File: src/hdl/stl_pkg.sv
// Package for the s-expression token lexer: widths, codes and shared types.
// Depends on nothing; used by the channel interfaces, the lexer core and the top level.
package stl_pkg;

   localparam int LINE_BITS   = 20;
   localparam int NUMBER_BITS = 32;
   localparam int MAX_EVENTS  = 3;

   // Characters the lexer reacts to
   localparam logic [7:0] CH_LPAREN    = 8'h28;
   localparam logic [7:0] CH_RPAREN    = 8'h29;
   localparam logic [7:0] CH_MINUS     = 8'h2D;
   localparam logic [7:0] CH_SEMICOLON = 8'h3B;
   localparam logic [7:0] CH_QUOTE     = 8'h22;
   localparam logic [7:0] CH_BACKSLASH = 8'h5C;
   localparam logic [7:0] CH_LOWER_N   = 8'h6E;
   localparam logic [7:0] CH_TICK      = 8'h27;
   localparam logic [7:0] CH_NEWLINE   = 8'h0A;
   localparam logic [7:0] CH_SPACE     = 8'h20;
   localparam logic [7:0] CH_TAB       = 8'h09;
   localparam logic [7:0] CH_CR        = 8'h0D;
   localparam logic [7:0] CH_ZERO      = 8'h30;
   localparam logic [7:0] CH_NINE      = 8'h39;

   localparam logic [LINE_BITS-1:0] LINE_FIRST = LINE_BITS'(1);
   localparam logic [LINE_BITS-1:0] LINE_LIMIT = {LINE_BITS{1'b1}};

   typedef enum logic [2:0] {
      MODE_IDLE    = 3'd0,
      MODE_MINUS   = 3'd1,
      MODE_NUMBER  = 3'd2,
      MODE_STRING  = 3'd3,
      MODE_ESCAPE  = 3'd4,
      MODE_IDENT   = 3'd5,
      MODE_COMMENT = 3'd6
   } lexer_mode_type;

   typedef enum logic [2:0] {
      TOK_LPAREN = 3'd0,
      TOK_RPAREN = 3'd1,
      TOK_NUMBER = 3'd2,
      TOK_SBYTE  = 3'd3,
      TOK_SEND   = 3'd4,
      TOK_IBYTE  = 3'd5,
      TOK_IEND   = 3'd6,
      TOK_UNTERM = 3'd7
   } token_kind_type;

   typedef struct packed {
      lexer_mode_type         mode;
      logic [NUMBER_BITS-1:0] acc;
      logic                   neg;
      logic [LINE_BITS-1:0]   line;
   } lex_state_type;

   typedef struct packed {
      token_kind_type         kind;
      logic [7:0]             text;
      logic [NUMBER_BITS-1:0] num;
   } lex_event_type;

   typedef struct packed {
      lex_state_type                     state;
      lex_event_type [MAX_EVENTS-1:0]    events;
      logic [1:0]                        count;
   } lex_step_type;

endpackage

File: src/hdl/stl_channels_if.sv
// Valid/ready channel interfaces for the lexer: source bytes in, token items out.
// Depends on stl_pkg for the payload widths.
interface stl_req_if
   import stl_pkg::*;
   ();
   logic       valid;
   logic       ready;
   logic [7:0] input_byte;
   logic       end_of_input;

   modport source (output valid, output input_byte, output end_of_input, input ready);
   modport sink   (input valid, input input_byte, input end_of_input, output ready);
endinterface

interface stl_rsp_if
   import stl_pkg::*;
   ();
   logic                          valid;
   logic                          ready;
   logic [2:0]                    token_kind;
   logic [7:0]                    byte_value;
   logic signed [NUMBER_BITS-1:0] number_value;
   logic [LINE_BITS-1:0]          line_number;
   logic                          last_of_run;

   modport source (output valid, output token_kind, output byte_value, output number_value,
                   output line_number, output last_of_run, input ready);
   modport sink   (input valid, input token_kind, input byte_value, input number_value,
                   input line_number, input last_of_run, output ready);
endinterface

File: src/hdl/stl_lex_core.sv
// Lexer step: next state and up to three token events for one source byte.
// Depends on stl_pkg; purely combinational, driven from the top level's registers.
module stl_lex_core
   import stl_pkg::*;
   (
   input  lex_state_type state,
   input  logic [7:0]    in_byte,
   input  logic          in_eoi,
   output lex_step_type  step
   );

   logic                   is_digit;
   logic                   is_space;
   logic                   is_delim;
   logic [NUMBER_BITS-1:0] digit_ext;
   logic [NUMBER_BITS-1:0] acc_times_ten;
   logic [NUMBER_BITS-1:0] number_out;

   // Classify the byte
   assign is_digit  = (in_byte >= CH_ZERO) && (in_byte <= CH_NINE);
   assign is_space  = (in_byte == CH_SPACE) || ((in_byte >= CH_TAB) && (in_byte <= CH_CR));
   assign is_delim  = is_space || (in_byte == CH_LPAREN) || (in_byte == CH_RPAREN)
                      || (in_byte == CH_TICK);
   assign digit_ext = NUMBER_BITS'(in_byte - CH_ZERO) & NUMBER_BITS'(4'hF);

   // acc * 10 as two shifted adds, wrapping at the number width
   assign acc_times_ten = {state.acc[NUMBER_BITS-4:0], 3'b000}
                          + {state.acc[NUMBER_BITS-2:0], 1'b0};
   assign number_out    = state.neg ? (NUMBER_BITS'(0) - state.acc) : state.acc;

   always_comb begin
      lexer_mode_type mode;
      logic           again;
      logic [1:0]     n;

      step        = '0;
      step.state  = state;
      mode        = state.mode;
      again       = 1'b1;
      n           = 2'd0;

      if (in_eoi) begin
         // Flush the pending token, then restart at line one
         case (state.mode)
            MODE_MINUS: begin
               step.events[0] = '{kind: TOK_IBYTE, text: CH_MINUS, num: '0};
               step.events[1] = '{kind: TOK_IEND, text: 8'h00, num: '0};
               n = 2'd2;
            end
            MODE_NUMBER: begin
               step.events[0] = '{kind: TOK_NUMBER, text: 8'h00, num: number_out};
               n = 2'd1;
            end
            MODE_ESCAPE: begin
               step.events[0] = '{kind: TOK_SBYTE, text: CH_BACKSLASH, num: '0};
               step.events[1] = '{kind: TOK_UNTERM, text: 8'h00, num: '0};
               n = 2'd2;
            end
            MODE_STRING: begin
               step.events[0] = '{kind: TOK_UNTERM, text: 8'h00, num: '0};
               n = 2'd1;
            end
            MODE_IDENT: begin
               step.events[0] = '{kind: TOK_IEND, text: 8'h00, num: '0};
               n = 2'd1;
            end
            default: begin
               n = 2'd0;
            end
         endcase
         step.state.mode = MODE_IDLE;
         step.state.acc  = '0;
         step.state.neg  = 1'b0;
         step.state.line = LINE_FIRST;
      end else begin
         // Up to three passes: a byte that ends a token is lexed again
         for (int p = 0; p < MAX_EVENTS; p++) begin
            if (again) begin
               again = 1'b0;
               case (mode)
                  MODE_MINUS: begin
                     if (is_digit) begin
                        step.state.acc = digit_ext;
                        step.state.neg = 1'b1;
                        mode = MODE_NUMBER;
                     end else begin
                        step.events[n] = '{kind: TOK_IBYTE, text: CH_MINUS, num: '0};
                        n = n + 2'd1;
                        mode = MODE_IDENT;
                        again = 1'b1;
                     end
                  end
                  MODE_NUMBER: begin
                     if (is_digit) begin
                        step.state.acc = acc_times_ten + digit_ext;
                     end else begin
                        step.events[n] = '{kind: TOK_NUMBER, text: 8'h00, num: number_out};
                        n = n + 2'd1;
                        mode = MODE_IDLE;
                        again = 1'b1;
                     end
                  end
                  MODE_ESCAPE: begin
                     mode = MODE_STRING;
                     if (in_byte == CH_LOWER_N) begin
                        step.events[n] = '{kind: TOK_SBYTE, text: CH_NEWLINE, num: '0};
                     end else if (in_byte == CH_QUOTE) begin
                        step.events[n] = '{kind: TOK_SBYTE, text: CH_QUOTE, num: '0};
                     end else begin
                        step.events[n] = '{kind: TOK_SBYTE, text: CH_BACKSLASH, num: '0};
                        again = 1'b1;
                     end
                     n = n + 2'd1;
                  end
                  MODE_STRING: begin
                     if (in_byte == CH_QUOTE) begin
                        step.events[n] = '{kind: TOK_SEND, text: 8'h00, num: '0};
                        n = n + 2'd1;
                        mode = MODE_IDLE;
                     end else if (in_byte == CH_BACKSLASH) begin
                        mode = MODE_ESCAPE;
                     end else begin
                        step.events[n] = '{kind: TOK_SBYTE, text: in_byte, num: '0};
                        n = n + 2'd1;
                     end
                  end
                  MODE_IDENT: begin
                     if (is_delim) begin
                        step.events[n] = '{kind: TOK_IEND, text: 8'h00, num: '0};
                        n = n + 2'd1;
                        mode = MODE_IDLE;
                        again = 1'b1;
                     end else begin
                        step.events[n] = '{kind: TOK_IBYTE, text: in_byte, num: '0};
                        n = n + 2'd1;
                     end
                  end
                  MODE_COMMENT: begin
                     if (in_byte == CH_NEWLINE) begin
                        mode = MODE_IDLE;
                     end
                  end
                  default: begin
                     mode = MODE_IDLE;
                     if (in_byte == CH_LPAREN) begin
                        step.events[n] = '{kind: TOK_LPAREN, text: 8'h00, num: '0};
                        n = n + 2'd1;
                     end else if (in_byte == CH_RPAREN) begin
                        step.events[n] = '{kind: TOK_RPAREN, text: 8'h00, num: '0};
                        n = n + 2'd1;
                     end else if (is_space) begin
                        mode = MODE_IDLE;
                     end else if (in_byte == CH_SEMICOLON) begin
                        mode = MODE_COMMENT;
                     end else if (in_byte == CH_MINUS) begin
                        mode = MODE_MINUS;
                     end else if (is_digit) begin
                        step.state.acc = digit_ext;
                        step.state.neg = 1'b0;
                        mode = MODE_NUMBER;
                     end else if (in_byte == CH_QUOTE) begin
                        mode = MODE_STRING;
                     end else begin
                        step.events[n] = '{kind: TOK_IBYTE, text: in_byte, num: '0};
                        n = n + 2'd1;
                        mode = MODE_IDENT;
                     end
                  end
               endcase
            end
         end
         step.state.mode = mode;
         // Count the newline once, after its events, and hold at the top
         if ((in_byte == CH_NEWLINE) && (state.line != LINE_LIMIT)) begin
            step.state.line = state.line + LINE_BITS'(1);
         end
      end
      step.count = n;
   end

endmodule

File: src/hdl/sexpr_token_lexer.sv
// Top level of the s-expression token lexer: input register, lexer step, result buffer.
// Depends on stl_pkg, the channel interfaces in stl_channels_if.sv and stl_lex_core.
//
// Use: source bytes enter on req_ch, one item per byte; an item with end_of_input set
// carries no byte and flushes the pending token, then restarts the lexer at line 1.
// Each item yields zero to three token items on rsp_ch; the last one of an item has
// last_of_run set. Items that yield nothing (whitespace, comment text, digits inside a
// number) leave no trace on rsp_ch but still advance the lexer state.
// Path: an accepted byte waits in the input register until the result buffer is free;
// its token items are then loaded into the result buffer, which shows the first one
// on rsp_ch, where it can be taken.
// Throughput: one byte per cycle while each byte yields at most one token item and
// rsp_ch is ready; a byte that yields more holds the input until the result buffer has
// drained them, one token item per cycle while rsp_ch is ready, through the single rsp_ch port.
// Stall: while rsp_ch is not ready, the current token item is held; one more byte is
// taken into the input register and then req_ch.ready drops until the buffer frees.
// Reset: synchronous, active high; clears the buffer, the input register valid, and
// returns the lexer to idle at line 1 with the number accumulator at zero.
module sexpr_token_lexer
   import stl_pkg::*;
   (
   input logic      clock,
   input logic      reset,
   stl_req_if.sink  req_ch,
   stl_rsp_if.source rsp_ch
   );

   logic                           in_valid_ff;
   logic                           in_valid_in;
   logic [7:0]                     in_byte_ff;
   logic                           in_eoi_ff;
   lex_state_type                  state_ff;
   lex_step_type                   step;
   lex_event_type [MAX_EVENTS-1:0] events_ff;
   logic [LINE_BITS-1:0]           line_ff;
   logic [1:0]                     count_ff;
   logic [1:0]                     count_in;
   logic [1:0]                     idx_ff;
   logic [1:0]                     idx_in;
   logic                           buf_free;
   logic                           consume;
   logic                           load;
   lex_event_type                  cur_event;

   stl_lex_core u_core (
      .state   (state_ff),
      .in_byte (in_byte_ff),
      .in_eoi  (in_eoi_ff),
      .step    (step)
   );

   // The buffer frees when empty or when its last token item is taken now
   assign buf_free      = (idx_ff == count_ff)
                          || (((idx_ff + 2'd1) == count_ff) && rsp_ch.ready);
   assign consume       = in_valid_ff && buf_free;
   assign load          = consume && (step.count != 2'd0);
   assign req_ch.ready  = !in_valid_ff || buf_free;
   assign in_valid_in   = req_ch.valid || (in_valid_ff && !consume);

   // Advance the drain pointer, or reload from a finished step
   always_comb begin
      idx_in   = idx_ff;
      count_in = count_ff;
      if (consume) begin
         idx_in   = 2'd0;
         count_in = step.count;
      end else if (rsp_ch.valid && rsp_ch.ready) begin
         idx_in = idx_ff + 2'd1;
      end
   end

   // Control state
   always_ff @(posedge clock) begin
      if (reset) begin
         in_valid_ff    <= 1'b0;
         idx_ff         <= 2'd0;
         count_ff       <= 2'd0;
         state_ff.mode  <= MODE_IDLE;
         state_ff.acc   <= '0;
         state_ff.neg   <= 1'b0;
         state_ff.line  <= LINE_FIRST;
      end else begin
         if (req_ch.ready) begin
            in_valid_ff <= in_valid_in;
         end
         idx_ff   <= idx_in;
         count_ff <= count_in;
         if (consume) begin
            state_ff <= step.state;
         end
      end
   end

   // Payload registers
   always_ff @(posedge clock) begin
      if (req_ch.valid && req_ch.ready) begin
         in_byte_ff <= req_ch.input_byte;
         in_eoi_ff  <= req_ch.end_of_input;
      end
      if (load) begin
         events_ff <= step.events;
         line_ff   <= state_ff.line;
      end
   end

   // Present the token item under the drain pointer
   assign cur_event           = events_ff[idx_ff];
   assign rsp_ch.valid        = (idx_ff != count_ff);
   assign rsp_ch.token_kind   = cur_event.kind;
   assign rsp_ch.byte_value   = cur_event.text;
   assign rsp_ch.number_value = $signed(cur_event.num);
   assign rsp_ch.line_number  = line_ff;
   assign rsp_ch.last_of_run  = ((idx_ff + 2'd1) == count_ff);

endmodule

File: src/flat_wrapper.sv
// flat-port wrapper written by rule: the top's interface ports become plain ports
module sexpr_token_lexer_flat import stl_pkg::*;
  (clock, reset, req_ch_valid, req_ch_input_byte, req_ch_end_of_input, req_ch_ready, rsp_ch_valid, rsp_ch_token_kind, rsp_ch_byte_value, rsp_ch_number_value, rsp_ch_line_number, rsp_ch_last_of_run, rsp_ch_ready);
  stl_req_if req_ch_i ();
  stl_rsp_if rsp_ch_i ();
  input logic clock;
  input logic reset;
  input wire logic [$bits(req_ch_i.valid)-1:0] req_ch_valid;
  input wire logic [$bits(req_ch_i.input_byte)-1:0] req_ch_input_byte;
  input wire logic [$bits(req_ch_i.end_of_input)-1:0] req_ch_end_of_input;
  output wire logic [$bits(req_ch_i.ready)-1:0] req_ch_ready;
  output wire logic [$bits(rsp_ch_i.valid)-1:0] rsp_ch_valid;
  output wire logic [$bits(rsp_ch_i.token_kind)-1:0] rsp_ch_token_kind;
  output wire logic [$bits(rsp_ch_i.byte_value)-1:0] rsp_ch_byte_value;
  output wire logic [$bits(rsp_ch_i.number_value)-1:0] rsp_ch_number_value;
  output wire logic [$bits(rsp_ch_i.line_number)-1:0] rsp_ch_line_number;
  output wire logic [$bits(rsp_ch_i.last_of_run)-1:0] rsp_ch_last_of_run;
  input wire logic [$bits(rsp_ch_i.ready)-1:0] rsp_ch_ready;
  assign req_ch_i.valid = req_ch_valid;
  assign req_ch_i.input_byte = req_ch_input_byte;
  assign req_ch_i.end_of_input = req_ch_end_of_input;
  assign req_ch_ready = req_ch_i.ready;
  assign rsp_ch_valid = rsp_ch_i.valid;
  assign rsp_ch_token_kind = rsp_ch_i.token_kind;
  assign rsp_ch_byte_value = rsp_ch_i.byte_value;
  assign rsp_ch_number_value = rsp_ch_i.number_value;
  assign rsp_ch_line_number = rsp_ch_i.line_number;
  assign rsp_ch_last_of_run = rsp_ch_i.last_of_run;
  assign rsp_ch_i.ready = rsp_ch_ready;
  sexpr_token_lexer u_core (.clock(clock), .reset(reset), .req_ch(req_ch_i), .rsp_ch(rsp_ch_i));
endmodule
File: config.mk
export PLATFORM = sky130hd
export DESIGN_NAME = sexpr_token_lexer_flat
export DESIGN_NICKNAME = d
export VERILOG_FILES = /design/src/hdl/stl_pkg.sv /design/src/hdl/stl_channels_if.sv /design/src/hdl/stl_lex_core.sv /design/src/hdl/sexpr_token_lexer.sv /design/src/flat_wrapper.sv
export SDC_FILE = /design/constraint.sdc
export NUM_CORES = 1
export LEC_CHECK = 0
export BUFFER_PORTS_ARGS = -buffer_cell sky130_fd_sc_hd__buf_2
export CORE_UTILIZATION = 40
export DETAILED_ROUTE_END_ITERATION = 16
export HOLD_SLACK_MARGIN = 0.03
export PLACE_DENSITY_LB_ADDON = 0.05
export SYNTH_ARGS = -nofsm -noshare
export SYNTH_HDL_FRONTEND = slang
export SYNTH_HIERARCHICAL = 1
export SYNTH_SLANG_ARGS = --single-unit
File: constraint.sdc
create_clock -name clock -period 8.5 [get_ports clock]
set_clock_uncertainty 0.1 [all_clocks]
set_input_delay 1.7 -clock clock [delete_from_list [all_inputs] [get_ports clock]]
set_output_delay 1.7 -clock clock [all_outputs]
set_load 0.005 [all_outputs]
# Word-level counts from Yosys, hierarchy flattened
# Index checks and enable logic that the tools add are counted.
# totals
out_inout_bits,66
inputBits,13
word_cells,335
regBits,219
# op_classes
addsub,8
n_eq_ne,32
reduce_logical,39
magnitude_cmp,9
n_mux,182
n_bitwise,46
# ops
op,n
129-bit two-way mux,31
129-bit case mux with 6 select lines,2
33-bit two-way mux,28
129-bit bitwise mux,6
43-bit two-way mux,13
126-bit inverter,4
117-bit inverter,4
111-bit inverter,4
32-bit case mux with 3 select lines,3
129-bit inverter,2
43-bit case mux with 6 select lines,1
126-bit bitwise AND,2
42-bit by 126-bit bitwise AND with 126-bit output,2
123-bit inverter,2
117-bit bitwise AND,2
39-bit by 117-bit bitwise AND with 117-bit output,2
111-bit bitwise AND,2
37-bit by 111-bit bitwise AND with 111-bit output,2
43-bit case mux with 5 select lines,1
43-bit demux with 2-bit select,2
129-bit bitwise AND,1
43-bit by 129-bit bitwise AND with 129-bit output,1
32-bit two-way mux,4
42-bit two-way mux,3
other kinds (56),192

# Depth between registers and ports, before layout
# Gate-level depths: netlist (run 1).
# depth
depth_word,36
ltp_mapped,20
depth_no_buf,18

# Modules after synthesis
# The synthesis (run 1) kept the hierarchy.
# by_module_without_submodules
module,instances,cells_per_inst,area_per_inst_um2,seq_area_each_um2
sexpr_token_lexer,1,586,8494.4,5965.7
stl_lex_core,1,976,6239.7,0.0

# Worst setup path after synthesis (run 1)
# OpenSTA, ideal clock, no wires.
# synth_path
kind,register to register
start,reg u_core.in_byte_ff[5]
end,"reg u_core/events_ff[0] (netlist bit), enable pin"
period_less_slack_ns,7.570
t_arrival_ns,6.948
t_required_ns,7.879
stages_incl_launch_ff,18
setup_slack_ns,0.930
setup_ns,0.521
path_cell_list,edfxtp_1 -> buf_2 -> buf_1 -> nor4b_1 -> and3_1 -> a31oi_1 -> nor2_1 -> nor3_1 -> mux2i_1 -> o221ai_1 -> ha_1 -> nand2_1 -> a21oi_1 -> a2bb2o_1 -> ha_1 -> nor3b_1 -> o31ai_1 -> o21a_1
# synth_rtl
element,line,rtl
from (decl),sexpr_token_lexer.sv:30,logic [7:0] in_byte_ff;
from (signal assigned),sexpr_token_lexer.sv:97,in_byte_ff <= req_ch.input_byte;
to (signal assigned),sexpr_token_lexer.sv:101,events_ff <= step.events;
to (decl),sexpr_token_lexer.sv:34,lex_event_type [MAX_EVENTS-1:0] events_ff;

==> run metrics, run 1 <==
fill count=between 3,000 and 4,000; DIE AREA=roughly 38,000 um2; worst-case clock buffer depth=3; Final Non-Filler Cells=2,081; Post-Syn Area per Cell=9.433 um2; CP startpoint=u_core/in_byte_ff[5]; Root Buffer=clkbuf_16; Layout Nets=1,681; Avg WL per Cell=19.26 um; CP Capture Type=register; vias per cell=approximately 5.4; total power=2.844 mW; total negative slack=0 ns; yosys warns=6; Reg area=~6000 um2; postcts setup bufs=0; leading cell types in the layout, fill and taps excluded=edfxtp_1 (158), nand2_1 (136), nor2_1 (132), nand2b_1 (120), o21ai_0 (108); Post-synth EDFFs=around 160; FMAX=around 0.16 GHz; crit path DAT=approximately 6.5 ns; async set-reset flop share out of synthesis=0%; Max stage delay on crit path=0.75 ns; synth-to-layout area growth=8.950%; first-pass GRT wire length=roughly 63,000 um; I/O pin count=between 70 and 80; GRT busiest layer=met2; hold buffer count at CTS=0; Post-Syn Instances=roughly 1,600; slew margin rel.=between 20% and 30%; Lkg Pwr=between 5 and 6 nW; crit path cell chain=and4bb_2 > and2_1 > buf_4 > inv_2 > a21oi_1 > a32oi_1 > nor3_1 > o211ai_1 > a21boi_1 > inv_1 > ha_1 > nor3b_1 > o31ai_1 > o21a_4 > buf_4; CP most frequent cell=buf_4; All-Layer GR Usage=a little over a fifth; RePlAce Congestion=a little under 0.9; hold_sp=u_core/state_ff[4]; Die H=between 150 and 200 um; First DRT Iteration DRCs=just over 700; met2 Use GR=~32%; max-cap violation count=0; initial antenna violation count=1; final setup fails=0; Routed Antenna Nets=0; cell row count=69; Post-Place Cells=slightly above 2,000; total number of vias=approximately 11,000; Starting Density=~40%; Pre-Repair DR Iteration Count=5; diode count=0; slowest library cell on the worst path=edfxtp_1; Reg clk slew, reported paths=roughly 0.060 ns; met1 usage=31.66%; period utilization=between 70% and 80%; H-tree levels=1; Final Hold Fails=0; multi-input logic area=7939 um2; largest net degree at the start of global routing=120; Clock Latency Late Sink=about 0.56 ns; share of post-route cells with drive strength above 1=between 10% and 20%; status=complete, no violations; Post-CTS Resized=0; actual slew at the worst max-slew pin=between 1 and 1.5 ns; Port Buffers=78; Cell Pwr Density=approximately 180 nW/um2; met3 global-route usage=approximately 2.5%; Worst VDD drop=about 0.00014 V; DR DRC count=0; Worst setup SP type=register; Post-Place Worst Slack=between 2 and 2.5 ns; CP Data Required Time=approximately 8.6 ns; core area=~36,000 um2; HPWL Detailed=around 28,000 um; Worst Hold Class=reg -> reg; vias in the first global route=~11,000; critical path type=reg -> reg; final worst setup slack=approximately 2.1 ns; TritonCTS Buffers=27; final WL=between 40,000 and 50,000 um; CTS tree=done; CTS Sinks=219; commonest non-fill, non-tap cell in the layout=edfxtp_1; Synth Cell Area=14,730 um2; Tmin final=around 6.4 ns; Final Util=between 40 and 50%; GR Overflow Total=0; Netlist cell types=91; Slew Viols, Final=0; Post-synth top flop=edfxtp_1; R2R Path Start=u_core/in_byte_ff[5]; RSZ-0062 raised after global routing=no; Chip Width=193.9 um; flops & latches, synth=219; post-synthesis sequential area ratio=between 40% and 50%; CP max FO=48
-- final cells by class --
class | count | share of cell area [%]
clock buffers | 37 | 4.630
clock inverters | 13 | 0.9353
inverters | 31 | 0.7249
multi-input cells | 1221 | 49.45
flip-flops and latches | 219 | 37.17
well taps | 461 | 3.593
repair buffers | 99 | 3.492
-- power breakdown --
| part | leakage [nW] | internal, mW | total, mW | switching, mW |
|---|---|---|---|---|
| registers | 1.97 | 1.21 | 1.24 | 0.0315 |
| clock network | 0.441 | 0.702 | 1.15 | 0.449 |
| logic | 3.58 | 0.156 | 0.452 | 0.296 |
| total | 5.99 | 2.07 | 2.84 | 0.776 |
-- per-layer routing --
layer,vias to the layer above,part of all wire [%]
met5,-,0.035
li1,5605,-
met1,5393,50
met2,275,43
met4,2,1.6
met3,42,4.5
-- synth_stat cells, types with 28 or more instances --
library cell  instances  share of area, %
buf_4                70               3.6
xnor2_1              28               1.7
ha_1                 67               5.7
a21oi_1              88               3.0
dfxtp_1              61               8.3
o21ai_0             108               3.7
clkbuf_1             62               1.6
nand2b_1            120               5.1
edfxtp_1            158                32
mux2i_1             105               7.1
nor2_1              132               3.4
xor2_1               46               2.7
nand2_1             136               3.5
-- kinds of logic (layout without fill, tap and decap cells) --
kind of cell | after synthesis | after routing | share of synthesized area, %
and+or+nand+nor | 538 | 538 | 18.51
AOI/OAI and AO/OA | 365 | 365 | 15.90
DFF | 219 | 219 | 40.49
buffers and inverters | 190 | 180 | 7.515
muxes | 105 | 105 | 7.133
xor gates and xnor gates | 74 | 74 | 4.399
adders and majority gates | 70 | 70 | 6.029
other | 1 | 69 | 0.02545
-- final timing paths --
kind | slack [ns] | end | cells after the start
setup / recovery | 2.13 | u_core/events_ff[121] | 15
hold / removal | 0.41 | u_core/state_ff[4] | 2
setup reg to reg | 2.13 | u_core/events_ff[121] | 15
hold reg to reg | 0.41 | u_core/state_ff[4] | 2
-- flip-flops by register name, indices dropped and copies added, names as in the netlist --
signal	flops
u_core/count_ff	2
u_core/events_ff	129
u_core/idx_ff	2
u_core/in_byte_ff	8
u_core/in_eoi_ff	1
u_core/in_valid_ff	1
u_core/rsp_ch.line_number	20
u_core/state_ff	56
-- critical path, delay by kind of cell, from the launching register on --
family / cells / cell delay (ns)
simple gates: 4 / 1.26
compound gates: 6 / 2.56
fa+ha+maj: 1 / 0.28
flops: 1 / 0.75
buf+inv: 4 / 1.03
-- metrics by stage --
step                      hold slack [ns]  area (um2)
final                              0.4115       16050
after global routing               0.4303       16050
after CTS                          0.4133       16050
after detailed placement           0.3945       15160
after global placement             0.3988       15160
after floorplan                    0.3475       14990
(Power assumes the default switching activity.)
==> inputs of run 2 (changes only) <==
--- a/config.mk
+++ b/config.mk
@@ -5,6 +5,7 @@
 export SDC_FILE = /design/constraint.sdc
 export NUM_CORES = 1
 export LEC_CHECK = 0
+export ABC_AREA = 1
 export BUFFER_PORTS_ARGS = -buffer_cell sky130_fd_sc_hd__buf_2
 export CORE_UTILIZATION = 40
 export DETAILED_ROUTE_END_ITERATION = 16
==> constraint.sdc (replaced) <==
create_clock -name clock -period 6.6 [get_ports clock]
set_clock_uncertainty 0.1 [all_clocks]
set_input_delay 1.32 -clock clock [delete_from_list [all_inputs] [get_ports clock]]
set_output_delay 1.32 -clock clock [all_outputs]
set_load 0.005 [all_outputs]
==> run 2 against run 1 <==
Against the previous run:
- register-to-register slack worse by 0.66 ns
- count of clock-buffer cells in the layout up 4
- synthesized cell count up 31%
- critical endpoint is now u_core/events_ff[74]
- die area up 5.7%
- maximum frequency up 24%
==> run metrics, run 2 <==
Layout Nets=roughly 2,200; flops & latches, synth=between 200 and 250; final WL=just under 50,000 um; final setup fails=0; max-cap violation count=0; DIE AREA=~40,000 um2; Pre-Repair DR Iteration Count=8; RePlAce Congestion=roughly 0.95; All-Layer GR Usage=around 25%; Final Non-Filler Cells=around 2,600; Root Buffer=clkbuf_16; Post-CTS Resized=0; Post-synth top cells=nand2_1 (297), nor2_1 (222), inv_1 (209), o21ai_0 (191), nand3_1 (189); crit path DAT=approximately 5.2 ns; first-pass GRT wire length=~76,000 um; Reg clk slew, reported paths=0.07 ns; H-tree levels=1; CP max FO=between 100 and 150; DR DRC count=0; hold buffer count at CTS=0; HPWL Detailed=approximately 35,000 um; Die H=approximately 200 um; total number of vias=between 10,000 and 15,000; yosys warns=6; flop2flop setup slack=approximately 1.5 ns; Port Buffers=78; share of post-route cells with drive strength above 1=a little over a tenth; I/O pin count=slightly below 80; commonest non-fill, non-tap cell in the layout=nand2_1; worst-case clock buffer depth=3; Clock Latency Late Sink=around 0.58 ns; Worst Hold Class=reg -> reg; vias in the first global route=about 13,000; First DRT Iteration DRCs=between 1,000 and 1,500; largest cells by area after synthesis=edfxtp_1 (30%), dfxtp_1 (7.8%), nand2_1 (7.2%), o21ai_0 (6.1%), nand3_1 (6.1%); final worst setup slack=approximately 1.5 ns; most common cell in the netlist=nand2_1; Worst R2R End=u_core/events_ff[74]; critical path type=reg -> reg; R2R Path Start=u_core/in_byte_ff[0]; total negative slack=0 ns; Chip Width=199.4 um; Final Hold Fails=0; GR Overflow Total=0; Post-Place Cells=2,551; FMAX=0.1950 GHz; Top reg by flops=u_core/events_ff; max FFs per register=129; cell row count=71; post-synthesis sequential area ratio=a little under two fifths; Slew Viols, Final=0; leading cell types in the layout, fill and taps excluded=nand2_1 (297), nor2_1 (221), inv_1 (208), o21ai_0 (191), nand3_1 (188); initial antenna violation count=5; Post-Place Worst Slack=between 1.5 and 2 ns; hold path depth=0; CP Data Required Time=between 6 and 7 ns; hold endpoint=u_core/rsp_ch.line_number[12]; multi-input logic area=8010 um2; hold_sp=u_core/state_ff[12]; Routed Antenna Nets=0; period utilization=77.70%; post-synth top area share=~30%; status=complete, no violations; Reg area=approximately 6000 um2; Starting Density=roughly 41%; Post-synth EDFFs=around 160; Post-Syn Instances=around 2,000; reg2reg path depth=22; Post-synth top flop=edfxtp_1; dominant cell type by area after synthesis=edfxtp_1; postcts setup bufs=0; Final Util=44.50%; vias per cell=5.351; Avg WL per Cell=19.01 um; CTS Sinks=219; Netlist cell types=62; Post-Syn Area per Cell=~7.6 um2; Worst setup SP type=register; fill count=3,909; async set-reset flop share out of synthesis=0%; largest net degree at the start of global routing=150; Synth Cell Area=15,580 um2; CTS tree=done; actual slew at the worst max-slew pin=approximately 1.1 ns; TritonCTS Buffers=27; Worst VDD drop=0.0001961 V; synth-to-layout area growth=8.566%; core area=roughly 38,000 um2; Cell Pwr Density=about 300 nW/um2; RSZ-0062 raised after global routing=no; Tmin final=5.128 ns; slew margin rel.=22.50%; Lkg Pwr=7.008 nW; CP Capture Type=register
==> run 2: changes by cell type in the layout (fill, tap and decap cells not counted), sizes merged, moves of 82 or more <==
cell    before  now
inv         29  231
o21ai      115  197
nand2b     120    0
a21oi       88  177
nor2       132  233
mux2i      105    0
nand3       26  199
nand2      136  321
==> run 2: per-layer routing <==
layer | part of all wire [%] | vias up | GRT usage, %
li1 | - | 6961 | -
met5 | 0 | - | 0
met2 | 41 | 382 | 35.26
met1 | 51 | 6537 | 38.87
met3 | 6.0 | 55 | 4.236
met4 | 1.8 | 0 | 5.768
==> run 2: logic make-up (layout without fill, tap and decap cells) <==
kind of cell	count (synthesis)	count (layout)	synth area share [%]
simple gates	815	815	23.30
compound gates	506	506	18.89
buf+inv	406	380	12.07
flops	219	219	38.28
fa+ha+maj	69	69	5.636
xor+xnor	32	32	1.798
other cells	1	72	0.02406
==> run 2: final cells by class <==
type / instances / area share [%]
diodes: 3 / 0.04437
inverters: 233 / 5.169
well taps: 511 / 3.779
clock inverters: 9 / 0.6064
repair buffers: 97 / 3.224
multi-input cells: 1491 / 47.34
clock buffers: 41 / 4.540
flip-flops and latches: 219 / 35.30
==> run 2: worst max-delay path by stage <==
| stage | depth (start not counted) | startpoint | slack [ns] | endpoint |
|---|---|---|---|---|
| 6_report | 22 | u_core/in_byte_ff[0] | 1.47 | u_core/events_ff[74] |
| 5_1_grt | 28 | u_core/in_byte_ff[2] | 1.02 | u_core/events_ff[74] |
| 4_1_cts | 28 | u_core/in_byte_ff[2] | 1.48 | u_core/rsp_ch.line_number[12] |
| 3_5_place_dp | 28 | u_core/in_byte_ff[2] | 1.51 | u_core/rsp_ch.line_number[11] |
| 3_3_place_gp | 24 | u_core/in_byte_ff[0] | 1.54 | u_core/rsp_ch.line_number[10] |
| 2_1_floorplan | 27 | u_core/in_byte_ff[2] | 0.95 | u_core/events_ff[0] |
==> run 2: worst max-delay path: stages, from the launching register on <==
cell and delay [ns]:
edfxtp_1 0.65, nor2_1 0.15, a21oi_2 0.16, nand2_1 0.12
nand2_2 0.10, buf_4 0.58, nand2_2 0.16, nand2_1 0.21
nor2_1 0.06, nand2_1 0.07, nand2_2 0.20, nor2_2 0.19
nand2_1 0.10, nand3_1 0.09, nand2_2 0.20, inv_2 0.33
o21ai_0 0.15, inv_1 0.09, nand2_1 0.06, nand2_1 0.09
nor2_1 0.08, nor2_4 0.12, buf_12 0.59
==> run 2: per-stage QoR <==
step	power, mW	area (um2)	hold WS [ns]
floorplan	3.072	15850	0.3309
global placement	3.583	16040	0.3840
detailed placement	3.568	16040	0.3974
CTS	5.046	16910	0.4135
global route	5.334	16910	0.4326
finish	5.027	16920	0.4103
==> run 2: power by group <==
part,total [mW],internal [mW],switching [mW]
clock network,1.46,0.849,0.609
logic,1.75,0.522,1.23
registers,1.81,1.68,0.138
==> inputs of run 3 (changes only) <==
--- a/config.mk
+++ b/config.mk
@@ -5,7 +5,7 @@
 export SDC_FILE = /design/constraint.sdc
 export NUM_CORES = 1
 export LEC_CHECK = 0
-export ABC_AREA = 1
+export ABC_AREA = 0
 export BUFFER_PORTS_ARGS = -buffer_cell sky130_fd_sc_hd__buf_2
 export CORE_UTILIZATION = 40
 export DETAILED_ROUTE_END_ITERATION = 16
==> constraint.sdc (replaced) <==
create_clock -name clock -period 4.15 [get_ports clock]
set_clock_uncertainty 0.1 [all_clocks]
set_input_delay 0.83 -clock clock [delete_from_list [all_inputs] [get_ports clock]]
set_output_delay 0.83 -clock clock [all_outputs]
set_load 0.005 [all_outputs]
==> run 3 against run 2 <==
Against the previous run:
- largest power group unchanged
- global-route usage decreased by 3.5 points
- critical path type unchanged
- maximum frequency is 25% higher
- sequential share of layout area decreased by 1.4 points
- count of clock-buffer cells in the layout is 1 lower
- critical path depth decreased by 3
- setup slack worse by 1.4 ns
- first-iteration DRC count decreased by 43%
- register-to-register slack got worse by 1.4 ns
- final cell count shrank 15%
- sequential power grew 40%
- total power grew 17%
- via count fell by 16%
==> run metrics, run 3 (synthesis gave the netlist of run 1 again) <==
synth-to-layout area growth=19.34%; critical path type=reg -> reg; Root Buffer=clkbuf_16; slowest library cell on the worst path=edfxtp_1; delay-heaviest family, CP=compound AO/OA/AOI/OAI gates; final setup fails=0; total number of vias=approximately 12,000; clock power share=between 30% and 40%; Clock Latency Late Sink=~0.55 ns; largest net degree at the start of global routing=64; Routed Antenna Nets=0; crit path cell chain=buf_4 > buf_4 > nor2_1 > a31oi_1 > nor2_2 > nor3_4 > mux2i_2 > o221ai_4 > ha_1 > a21o_1 > a31oi_2 > a21boi_2 > inv_2 > ha_4 > nor3b_2 > o31ai_2 > o21a_4 > buf_12 > clkbuf_16; vias in the first global route=roughly 11,000; critical path depth=19; FMAX=between 0.2 and 0.25 GHz; internal cell power=roughly 4.2 mW; vias per cell=around 5.3; crit path DAT=roughly 4.2 ns; actual slew at the worst max-slew pin=~0.97 ns; DIE AREA=~38,000 um2; worst-case clock buffer depth=3; All-Layer GR Usage=between 20% and 30%; Final Hold Fails=0; Lkg Pwr=slightly below 7 nW; cell row count=69; diode count=0; Pre-Repair DR Iteration Count=5; WP buf/inv=5; Starting Density=about 40%; CTS Sinks=~220; H-tree levels=1; Avg WL per Cell=18.78 um; CP most frequent cell=buf_4; commonest non-fill, non-tap cell in the layout=edfxtp_1; Layout Nets=1,819; RSZ-0062 raised after global routing=yes; Cell Pwr Density=roughly 330 nW/um2; period utilization=between 90% and 100%; CP max FO=8; Worst Hold Class=in -> reg; max FFs per register=129; final worst setup slack=about 0.062 ns; sw frac=between 20 and 30%; max-cap violation count=0; core area=between 30,000 and 40,000 um2; hold path depth=1; final WL=41,640 um; Die H=just under 200 um; Chip Width=between 150 and 200 um; CP Data Required Time=4.30 ns; Logic pwr share=a little over a fifth; Tmin final=4.088 ns; Worst setup SP type=register; initial antenna violation count=1; TritonCTS Buffers=26; final instance area=between 15,000 and 20,000 um2; DR DRC count=0; Reg power frac=between 40 and 50%; Max stage delay on crit path=0.44 ns; First DRT Iteration DRCs=around 790; slew margin rel.=between 30 and 40%; status=complete, no violations; total negative slack=0 ns; reg2reg path depth=19; Cell Area, Placed=16,170 um2; Port Buffers=78; CTS tree=done; GR Overflow Total=0; CP Capture Type=register; Reg clk slew, reported paths=about 0.060 ns; first-pass GRT wire length=between 60,000 and 70,000 um; Slew Viols, Final=0; leading cell types in the layout, fill and taps excluded=edfxtp_1 (158), nand2_1 (134), buf_4 (133), nor2_1 (127), nand2b_1 (120); worst hold margin=between 0.3 and 0.4 ns; Worst VDD drop=~0.00026 V; Top reg by flops=u_core/events_ff; Post-Place Worst Slack=-0.05688 ns; NetSw=about 1.6 mW; HPWL Detailed=30,610 um; share of post-route cells with drive strength above 1=19.92%; RePlAce Congestion=about 0.92; I/O pin count=between 70 and 80
-- run 3: power by group through the flow --
stage	sequential [mW]	combinational, mW	clock (mW)
2_1_floorplan	2.55	0.721	0
3_3_place_gp	2.57	1.12	0
3_5_place_dp	2.57	1.11	0
4_1_cts	2.53	1.12	2.16
5_1_grt	2.54	1.35	2.24
6_report	2.53	1.25	2.10
-- run 3: path summary, 6_finish.rpt --
kind	start	end	slack, ns
setup reg to reg	u_core/in_byte_ff[5]	u_core/rsp_ch.line_number[2]	0.06
hold reg to reg	u_core/state_ff[5]	u_core/rsp_ch.line_number[5]	0.41
hold / removal	req_ch_input_byte[7]	u_core/in_byte_ff[7]	0.36
setup / recovery	u_core/in_byte_ff[5]	u_core/rsp_ch.line_number[2]	0.06
-- run 3: what timing repair did --
item / CTS / global route
pin swaps: 1 / 31
setup buffers: 2 / 12
resized for setup: 6 / 58
hold buffers: 0 / 0
cloned: 0 / 10
setup endpoints to repair: 124 / 161
-- run 3: metal layers --
metal | vias to the layer above | track usage, % | part of all wire (%)
li1 | 5861 | - | -
met2 | 267 | 31.03 | 41
met5 | - | 0 | 0
met4 | 0 | 5.673 | 2.4
met1 | 5564 | 33.04 | 52
met3 | 58 | 3.322 | 4.9
-- run 3: final cells by class --
class,instances,area (um2)
Clock buffer,40,733.2
Clock inverter,8,51.30
Fill cell,3413,18330
Inverter,31,116.4
Multi-Input combinational cell,1221,8233
Sequential cell,219,5967
Tap cell,461,576.8
Timing Repair Buffer,238,1906
-- run 3: metrics by stage --
| step | instances | utilization (%) | total power, mW |
|---|---|---|---|
| after floorplan | 1630 | - | 3.274 |
| after global placement | 2146 | 45.01 | 3.689 |
| after global routing | 2218 | 48.96 | 6.121 |
| after CTS | 2196 | 47.29 | 5.805 |
| final | 2218 | 48.96 | 5.872 |
| after detailed placement | 2146 | 45.01 | 3.681 |
